`config.mk`:
```
export PLATFORM = sky130hd
export DESIGN_NAME = ordered_list_insert_delete_top
export DESIGN_NICKNAME = d
export VERILOG_FILES = /design/src/olid_pkg.sv /design/src/olid_dp.sv /design/src/olid_ctrl.sv /design/src/ordered_list_insert_delete_top.sv
export SDC_FILE = /design/constraint.sdc
export NUM_CORES = 2
export LEC_CHECK = 0
export ABC_CLOCK_PERIOD_IN_PS = 7000
export BUFFER_PORTS_ARGS = -buffer_cell sky130_fd_sc_hd__buf_4
export CAP_MARGIN = 20
export CELL_PAD_IN_SITES_DETAIL_PLACEMENT = 1
export CELL_PAD_IN_SITES_GLOBAL_PLACEMENT = 1
export CORE_MARGIN = 5
export CORE_UTILIZATION = 45
export DETAILED_ROUTE_END_ITERATION = 7
export PLACE_DENSITY = 0.66
export SLEW_MARGIN = 40
export SYNTH_ARGS = -nofsm -noshare
export SYNTH_HDL_FRONTEND = slang
export SYNTH_SLANG_ARGS = --single-unit
```
`constraint.sdc`:
```
create_clock -name clk -period 7 [get_ports clk]
set_input_delay 0.35 -clock clk [delete_from_list [all_inputs] [get_ports clk]]
set_output_delay 0.35 -clock clk [all_outputs]
set_load 0.1 [all_outputs]
```
`src/olid_pkg.sv`:
```
// Package for the ordered list block: field widths, operation and status codes,
// controller state type and the command/status structs between control and datapath.
// No dependencies.
package olid_pkg;

  localparam int CAPACITY_DEF = 64;

  localparam int MODE_W   = 2;
  localparam int POS_W    = 6;
  localparam int WORD_W   = 32;
  localparam int FILL_W   = 7;
  localparam int STATUS_W = 2;

  typedef enum logic [MODE_W-1:0] {
    MODE_APPEND = 2'd0,
    MODE_REMOVE = 2'd1,
    MODE_INSERT = 2'd2,
    MODE_READ   = 2'd3
  } mode_t;

  typedef enum logic [STATUS_W-1:0] {
    ST_DONE  = 2'd0,
    ST_FULL  = 2'd1,
    ST_RANGE = 2'd2
  } status_t;

  typedef enum logic [2:0] {
    S_IDLE,
    S_DECIDE,
    S_RM_STEP,
    S_RM_MOVE,
    S_INS_STEP,
    S_INS_MOVE,
    S_RD_WAIT,
    S_FIN
  } state_t;

  typedef enum logic [1:0] {
    RD_POS,
    RD_NEXT,
    RD_PREV
  } rd_sel_t;

  typedef struct packed {
    logic    load_op;
    logic    res_set;
    status_t res_status;
    logic    res_word_load;
    logic    rd_en;
    rd_sel_t rd_sel;
    logic    wr_en;
    logic    wr_at_count;
    logic    wr_from_mem;
    logic    idx_load_pos;
    logic    idx_load_count;
    logic    idx_inc;
    logic    idx_dec;
    logic    count_inc;
    logic    count_dec;
    logic    out_load;
  } olid_cmd_t;

  typedef struct packed {
    mode_t mode;
    logic  pos_ok;
    logic  full;
    logic  rm_more;
    logic  ins_more;
    logic  out_free;
  } olid_stat_t;

endpackage

```
`src/olid_dp.sv`:
```
// Datapath of the ordered list: entry memory, fill count, operation and index
// registers, and the result register. Depends on olid_pkg.
module olid_dp
  import olid_pkg::*;
#(
  parameter int CAPACITY = CAPACITY_DEF
) (
  input  logic                     clk,
  input  logic                     rst,
  input  olid_cmd_t                cmd,
  output olid_stat_t               stat,
  input  logic [MODE_W-1:0]        mode,
  input  logic [POS_W-1:0]         position,
  input  logic signed [WORD_W-1:0] word_in,
  output logic                     result_valid,
  input  logic                     result_stall,
  output logic signed [WORD_W-1:0] word_out,
  output logic [FILL_W-1:0]        fill_count,
  output logic [STATUS_W-1:0]      status
);

  localparam int AW   = (CAPACITY > 1) ? $clog2(CAPACITY) : 1;
  localparam int CW   = $clog2(CAPACITY + 1);
  localparam int CMPW = (CW > POS_W) ? CW : POS_W;

  logic [WORD_W-1:0] mem [CAPACITY];
  logic [WORD_W-1:0] rd_data;
  logic [AW-1:0]     rd_addr;
  logic [AW-1:0]     wr_addr;
  logic [WORD_W-1:0] wr_data;

  logic [CW-1:0]     count;
  logic [AW-1:0]     idx;
  mode_t             mode_q;
  logic [POS_W-1:0]  pos_q;
  logic [WORD_W-1:0] word_q;
  logic [WORD_W-1:0] res_word;
  status_t           res_status;

  always_comb begin
    unique case (cmd.rd_sel)
      RD_POS:  rd_addr = AW'(pos_q);
      RD_NEXT: rd_addr = idx + AW'(1);
      RD_PREV: rd_addr = idx - AW'(1);
      default: rd_addr = idx;
    endcase
  end

  assign wr_addr = cmd.wr_at_count ? AW'(count) : idx;
  assign wr_data = cmd.wr_from_mem ? rd_data : word_q;

  always_ff @(posedge clk) begin
    if (cmd.wr_en) begin
      mem[wr_addr] <= wr_data;
    end
    if (cmd.rd_en) begin
      rd_data <= mem[rd_addr];
    end
  end

  always_ff @(posedge clk) begin
    if (cmd.load_op) begin
      mode_q <= mode_t'(mode);
      pos_q  <= position;
      word_q <= word_in;
    end
    if (cmd.idx_load_pos) begin
      idx <= AW'(pos_q);
    end else if (cmd.idx_load_count) begin
      idx <= AW'(count);
    end else if (cmd.idx_inc) begin
      idx <= idx + AW'(1);
    end else if (cmd.idx_dec) begin
      idx <= idx - AW'(1);
    end
    if (cmd.load_op) begin
      res_word <= '0;
    end else if (cmd.res_word_load) begin
      res_word <= rd_data;
    end
    if (cmd.res_set) begin
      res_status <= cmd.res_status;
    end
  end

  always_ff @(posedge clk) begin
    if (rst) begin
      count <= '0;
    end else if (cmd.count_inc) begin
      count <= count + CW'(1);
    end else if (cmd.count_dec) begin
      count <= count - CW'(1);
    end
  end

  // Result register: a finished result waits here while the next item is taken in.
  always_ff @(posedge clk) begin
    if (rst) begin
      result_valid <= 1'b0;
    end else if (cmd.out_load) begin
      result_valid <= 1'b1;
    end else if (!result_stall) begin
      result_valid <= 1'b0;
    end
  end

  always_ff @(posedge clk) begin
    if (cmd.out_load) begin
      word_out   <= res_word;
      fill_count <= FILL_W'(count);
      status     <= res_status;
    end
  end

  assign stat.mode     = mode_q;
  assign stat.pos_ok   = CMPW'(pos_q) < CMPW'(count);
  assign stat.full     = count == CW'(CAPACITY);
  assign stat.rm_more  = (CW'(idx) + CW'(1)) < count;
  assign stat.ins_more = CMPW'(idx) > CMPW'(pos_q);
  assign stat.out_free = !result_valid || !result_stall;

endmodule

```
`src/olid_ctrl.sv`:
```
// Controller of the ordered list: sequences each operation and the entry moves
// of remove and insert, one read and one write per moved entry. Depends on olid_pkg.
module olid_ctrl
  import olid_pkg::*;
(
  input  logic       clk,
  input  logic       rst,
  input  logic       item_valid,
  output logic       item_stall,
  input  olid_stat_t stat,
  output olid_cmd_t  cmd
);

  state_t state;
  state_t state_next;

  always_ff @(posedge clk) begin
    if (rst) begin
      state <= S_IDLE;
    end else begin
      state <= state_next;
    end
  end

  always_comb begin
    state_next = state;
    unique case (state)
      S_IDLE: begin
        if (item_valid) state_next = S_DECIDE;
      end
      S_DECIDE: begin
        unique case (stat.mode)
          MODE_APPEND: state_next = S_FIN;
          MODE_REMOVE: state_next = stat.pos_ok ? S_RM_STEP : S_FIN;
          MODE_INSERT: state_next = (stat.pos_ok && !stat.full) ? S_INS_STEP : S_FIN;
          MODE_READ:   state_next = stat.pos_ok ? S_RD_WAIT : S_FIN;
          default:     state_next = S_FIN;
        endcase
      end
      S_RM_STEP:  state_next = stat.rm_more ? S_RM_MOVE : S_FIN;
      S_RM_MOVE:  state_next = S_RM_STEP;
      S_INS_STEP: state_next = stat.ins_more ? S_INS_MOVE : S_FIN;
      S_INS_MOVE: state_next = S_INS_STEP;
      S_RD_WAIT:  state_next = S_FIN;
      S_FIN: begin
        if (stat.out_free) state_next = S_IDLE;
      end
      default:    state_next = S_IDLE;
    endcase
  end

  always_comb begin
    cmd        = '0;
    item_stall = 1'b1;
    unique case (state)
      S_IDLE: begin
        item_stall  = 1'b0;
        cmd.load_op = item_valid;
      end
      S_DECIDE: begin
        cmd.res_set = 1'b1;
        unique case (stat.mode)
          MODE_APPEND: begin
            if (stat.full) begin
              cmd.res_status = ST_FULL;
            end else begin
              cmd.res_status  = ST_DONE;
              cmd.wr_en       = 1'b1;
              cmd.wr_at_count = 1'b1;
              cmd.count_inc   = 1'b1;
            end
          end
          MODE_REMOVE: begin
            cmd.res_status   = stat.pos_ok ? ST_DONE : ST_RANGE;
            cmd.idx_load_pos = stat.pos_ok;
          end
          MODE_INSERT: begin
            // The position is checked before fullness.
            if (!stat.pos_ok) begin
              cmd.res_status = ST_RANGE;
            end else if (stat.full) begin
              cmd.res_status = ST_FULL;
            end else begin
              cmd.res_status     = ST_DONE;
              cmd.idx_load_count = 1'b1;
            end
          end
          MODE_READ: begin
            cmd.res_status = stat.pos_ok ? ST_DONE : ST_RANGE;
            cmd.rd_en      = stat.pos_ok;
            cmd.rd_sel     = RD_POS;
          end
          default: cmd.res_status = ST_RANGE;
        endcase
      end
      S_RM_STEP: begin
        if (stat.rm_more) begin
          cmd.rd_en  = 1'b1;
          cmd.rd_sel = RD_NEXT;
        end else begin
          cmd.count_dec = 1'b1;
        end
      end
      S_RM_MOVE: begin
        cmd.wr_en       = 1'b1;
        cmd.wr_from_mem = 1'b1;
        cmd.idx_inc     = 1'b1;
      end
      S_INS_STEP: begin
        if (stat.ins_more) begin
          cmd.rd_en  = 1'b1;
          cmd.rd_sel = RD_PREV;
        end else begin
          // The index has come down to the insert position: place the new word.
          cmd.wr_en     = 1'b1;
          cmd.count_inc = 1'b1;
        end
      end
      S_INS_MOVE: begin
        cmd.wr_en       = 1'b1;
        cmd.wr_from_mem = 1'b1;
        cmd.idx_dec     = 1'b1;
      end
      S_RD_WAIT: begin
        cmd.res_word_load = 1'b1;
      end
      S_FIN: begin
        cmd.out_load = stat.out_free;
      end
      default: begin
        cmd = '0;
      end
    endcase
  end

endmodule

```
`src/ordered_list_insert_delete_top.sv`:
```
// Ordered list of up to CAPACITY signed 32-bit words held in a single-port-per-
// direction memory. One item is in work at a time. Remove moves fill - position - 1
// entries and insert moves fill - position entries, and every moved entry needs one
// memory read followed by one memory write. A finished result waits in an output
// register, and the next item is taken in while it does. Entries need no clearing
// after reset; the fill count starts at zero.
// Depends on olid_pkg, olid_ctrl and olid_dp.
module ordered_list_insert_delete_top
  import olid_pkg::*;
#(
  parameter int CAPACITY = CAPACITY_DEF
) (
  input  logic                     clk,
  input  logic                     rst,
  input  logic                     item_valid,
  output logic                     item_stall,
  input  logic [MODE_W-1:0]        mode,
  input  logic [POS_W-1:0]         position,
  input  logic signed [WORD_W-1:0] word_in,
  output logic                     result_valid,
  input  logic                     result_stall,
  output logic signed [WORD_W-1:0] word_out,
  output logic [FILL_W-1:0]        fill_count,
  output logic [STATUS_W-1:0]      status
);

  olid_cmd_t  cmd;
  olid_stat_t stat;

  olid_ctrl u_ctrl (
    .clk        (clk),
    .rst        (rst),
    .item_valid (item_valid),
    .item_stall (item_stall),
    .stat       (stat),
    .cmd        (cmd)
  );

  olid_dp #(
    .CAPACITY (CAPACITY)
  ) u_dp (
    .clk          (clk),
    .rst          (rst),
    .cmd          (cmd),
    .stat         (stat),
    .mode         (mode),
    .position     (position),
    .word_in      (word_in),
    .result_valid (result_valid),
    .result_stall (result_stall),
    .word_out     (word_out),
    .fill_count   (fill_count),
    .status       (status)
  );

endmodule

```
==> out/metrics.cfg <==
[run_status]
outcome=finished clean

[logic_synthesis]
synth-edff-count=2169
synth_common_cells=2,169 x edfxtp_1, 1,456 x nand2_1, 520 x nand3_1
yosysTopAreaCellShare_pct=74.9
syn_area_mm2=0.0870
ys_warn_count=0
yosysMostFrequentCell=edfxtp_1
syn_inst=6157
syn_nets=6226
yosysTopAreaCell=edfxtp_1
synth_flop_cell=edfxtp_1
ys_ff_latch=2212
async_flop_share_pct=0
yosys-top-cells-area=edfxtp_1 75%, nand2_1 6.3%, nand3_1 3.0%
avgSynthCellArea_um2=14.1
yosysSeqAreaShare_pct=75.9
synth.distinct_cells=79

[drt]
wl_met3_um=26400
drt-total-wl_um=301000
met1_length_um=121000
drc=0
vias=56800
initialDrtViolationCount=7078
routedWlPerCell_um=32.9
drt-pass1-iter-count=6
viasPerCell=6.22
ant_nets=0
top_layer_used=met5
routed-wl-met2_um=140000

[power_and_ir_drop]
p_sw_share_pct=40.4
ir_drop_mv=0.431
power.leakage_nw=33.7
power.internal_mw=28.0
p_seq_share_pct=37.2
switchingPower_mw=19.0
p_clk_share_pct=24.8
power_mw=47.0
p_per_area_mw_per_mm2=470
power_frac_comb_pct=38.0

[sta]
fin_crit_ns=6.35
setup_viol=0
max_freq_ghz=0.158
worst_slew_pin_slew_ns=0.904
finalMaxSlewViolations=0
rsz0062_at_grt=no
finalCritPeriodShare_pct=90.7
slew_headroom_pct=39.7
finalSetupTns_ns=0
hold_viol_final=0
finClkSkew_ns=0.0569

[placement]
hpwl_um=180000
gp_congestion=0.889
place_area_mm2=0.0924
portBuffers=86

[critical_path]
cp-end-kind=flop
cp.required_ns=7.60
crit_fanout=123
crit_type=reg -> reg
max_stage_delay_ns=0.72
cp_cell_sequence=ha_1 > nand3_1 > xnor2_1 > ha_1 > a41o_1 > a21oi_2 > o2111ai_4 > mux2_4 > and2_4 > buf_12 > mux2i_1 > o21ai_0 > a22oi_1 > nand4_1 > or3_1
slowest_stage=and2_4
reg2reg_from=u_dp.idx[0]
reg2reg_slack_ns=0.65
crit_top_cell=ha_1
r2r_cells=15
r2r-end=u_dp.rd_data[12]
critPathArrivalTime_ns=6.95
critPathLaunchType=flop

[floorplan]
start_util_pct=45.2
core_area_mm2=0.192
die_x_um=450
die_h_um=450
die-area_mm2=0.202
placement_rows=161
pin_count=87

[grt]
grtUsageTotal_pct=29.0
antenna_found_initial=14
grt_pass1_wl_um=425000
grt_pass1_vias=57000
grt_max_degree=124
grt_overflow=0

[finish]
fill_cells=18600
final_area_mm2=0.100
final_nets=6478
drive_gt1_share_pct=12.4
area_delta_synth_final_pct=15.0

[clock_tree]
clk_latency_ns=0.87
clkTransAtPathRegs_ns=0.06
numClockSinks=2212
tritoncts=built
cts_made_buffers=226
root_buffer=clkbuf_16
cts-htree-levels=4
post-cts-setup-buffers=0
clock_path_buffers=3

[worst_hold_path]
hold_end=u_dp.word_q[0]
min_path_cells=2
hold_path_startpoint=word_in[0]
hold_class=in -> reg

[job]
maxCapViolCount=0

==> state kept, by name, summed over array words and instances (netlist names) <==
signal and flops:
u_dp.pos_q 6, u_dp.status 2, u_dp.idx 6, u_ctrl.state 3
u_dp.count 7, u_dp.word_out 32, u_dp.word_q 32, u_dp.result_valid 1
u_dp.fill_count 7, u_dp.mode_q 2, u_dp.mem 2048, u_dp.rd_data 32
u_dp.res_status 2, u_dp.res_word 32
==> placed cells by master (no fill, tap or decap), types with 45 or more instances in the layout <==
cell,n
a32oi_1,73
dlygate4sd3_1,45
and3_1,109
a22oi_1,160
clkbuf_1,63
a211oi_1,145
clkinv_1,65
a21oi_1,296
edfxtp_1,2169
nand4_1,69
mux2i_1,186
buf_4,310
nor2_4,69
clkbuf_16,228
nor2_1,50
nand3_1,520
a31oi_1,101
nand2_1,1448
==> power groups by stage <==
stage               Sequential, mW  Combinational, mW  Clock, mW
CTS                           17.5               17.7       11.8
global route                  17.5               18.8       12.4
global placement              17.7               17.0          0
detailed placement            17.7               17.6          0
floorplan                     17.4               10.2          0
finish                        17.5               17.9       11.6
==> layout make-up <==
cell class                      count  area, um2  area share, %
Multi-Input combinational cell   3542      19900           19.8
Clock inverter                    131       1050           1.05
Antenna cell                       13       32.5         0.0325
Inverter                           19       71.3         0.0713
Sequential cell                  2212      66000           66.0
Tap cell                         2526       3160           3.16
Timing Repair Buffer              408       3860           3.86
Clock buffer                      295       6000           6.00
==> per-layer routing <==
| metal | GRT usage (%) | vias up |
|---|---|---|
| li1 | - | 23800 |
| met1 | 39.5 | 29800 |
| met2 | 46.0 | 2735 |
| met3 | 5.87 | 551 |
| met4 | 12.1 | 4 |
| met5 | 0 | - |
==> cell families after synthesis <==
kind of cell | Yosys count | share of synthesized area [%]
AO/OA/AOI/OAI | 911 | 7.00
AND/OR/NAND/NOR | 2369 | 11.9
XOR/XNOR | 16 | 0.161
multiplexers | 221 | 2.61
flip-flops | 2212 | 75.9
adder cells (fa/ha/maj) | 25 | 0.368
buffers and inverters | 403 | 2.11
==> per-stage QoR <==
stage	util, %	setup slack [ns]	cells	hold slack, ns
after floorplan	-	2.84	6157	0.400
after global placement	47.7	0.835	8633	0.407
after detailed placement	48.0	0.763	8659	0.406
after CTS	51.9	0.741	9130	0.155
after global routing	52.0	0.463	9139	0.179
final	52.0	0.652	9146	0.209
==> critical path: cells and delay by family (launching register included) <==
kind                     cells  cell delay, ns
AO/OA/AOI/OAI                5            1.11
XOR/XNOR                     1            0.34
adder cells (fa/ha/maj)      2            0.62
flip-flops                   1            0.71
buffers and inverters        1            0.59
AND/OR/NAND/NOR              4            1.82
multiplexers                 2            0.82
==> worst max-delay path by stage <==
stage	startpoint	endpoint	slack, ns	cells past startpoint
after floorplan	u_ctrl.state[1]	u_dp.mem[18][0]	2.84	9
after global routing	u_dp.idx[0]	u_dp.rd_data[12]	0.46	15
final	u_dp.idx[0]	u_dp.rd_data[12]	0.65	15
after detailed placement	u_dp.idx[0]	u_dp.rd_data[12]	0.76	15
after global placement	u_dp.idx[0]	u_dp.rd_data[26]	0.83	13
after CTS	u_dp.idx[0]	u_dp.rd_data[12]	0.74	15
==> repair_timing <==
item                      in CTS  in global routing
resized for setup              0                  0
hold buffers                  45                  0
hold endpoints to repair      68                  0
(Power assumes the default switching activity.)
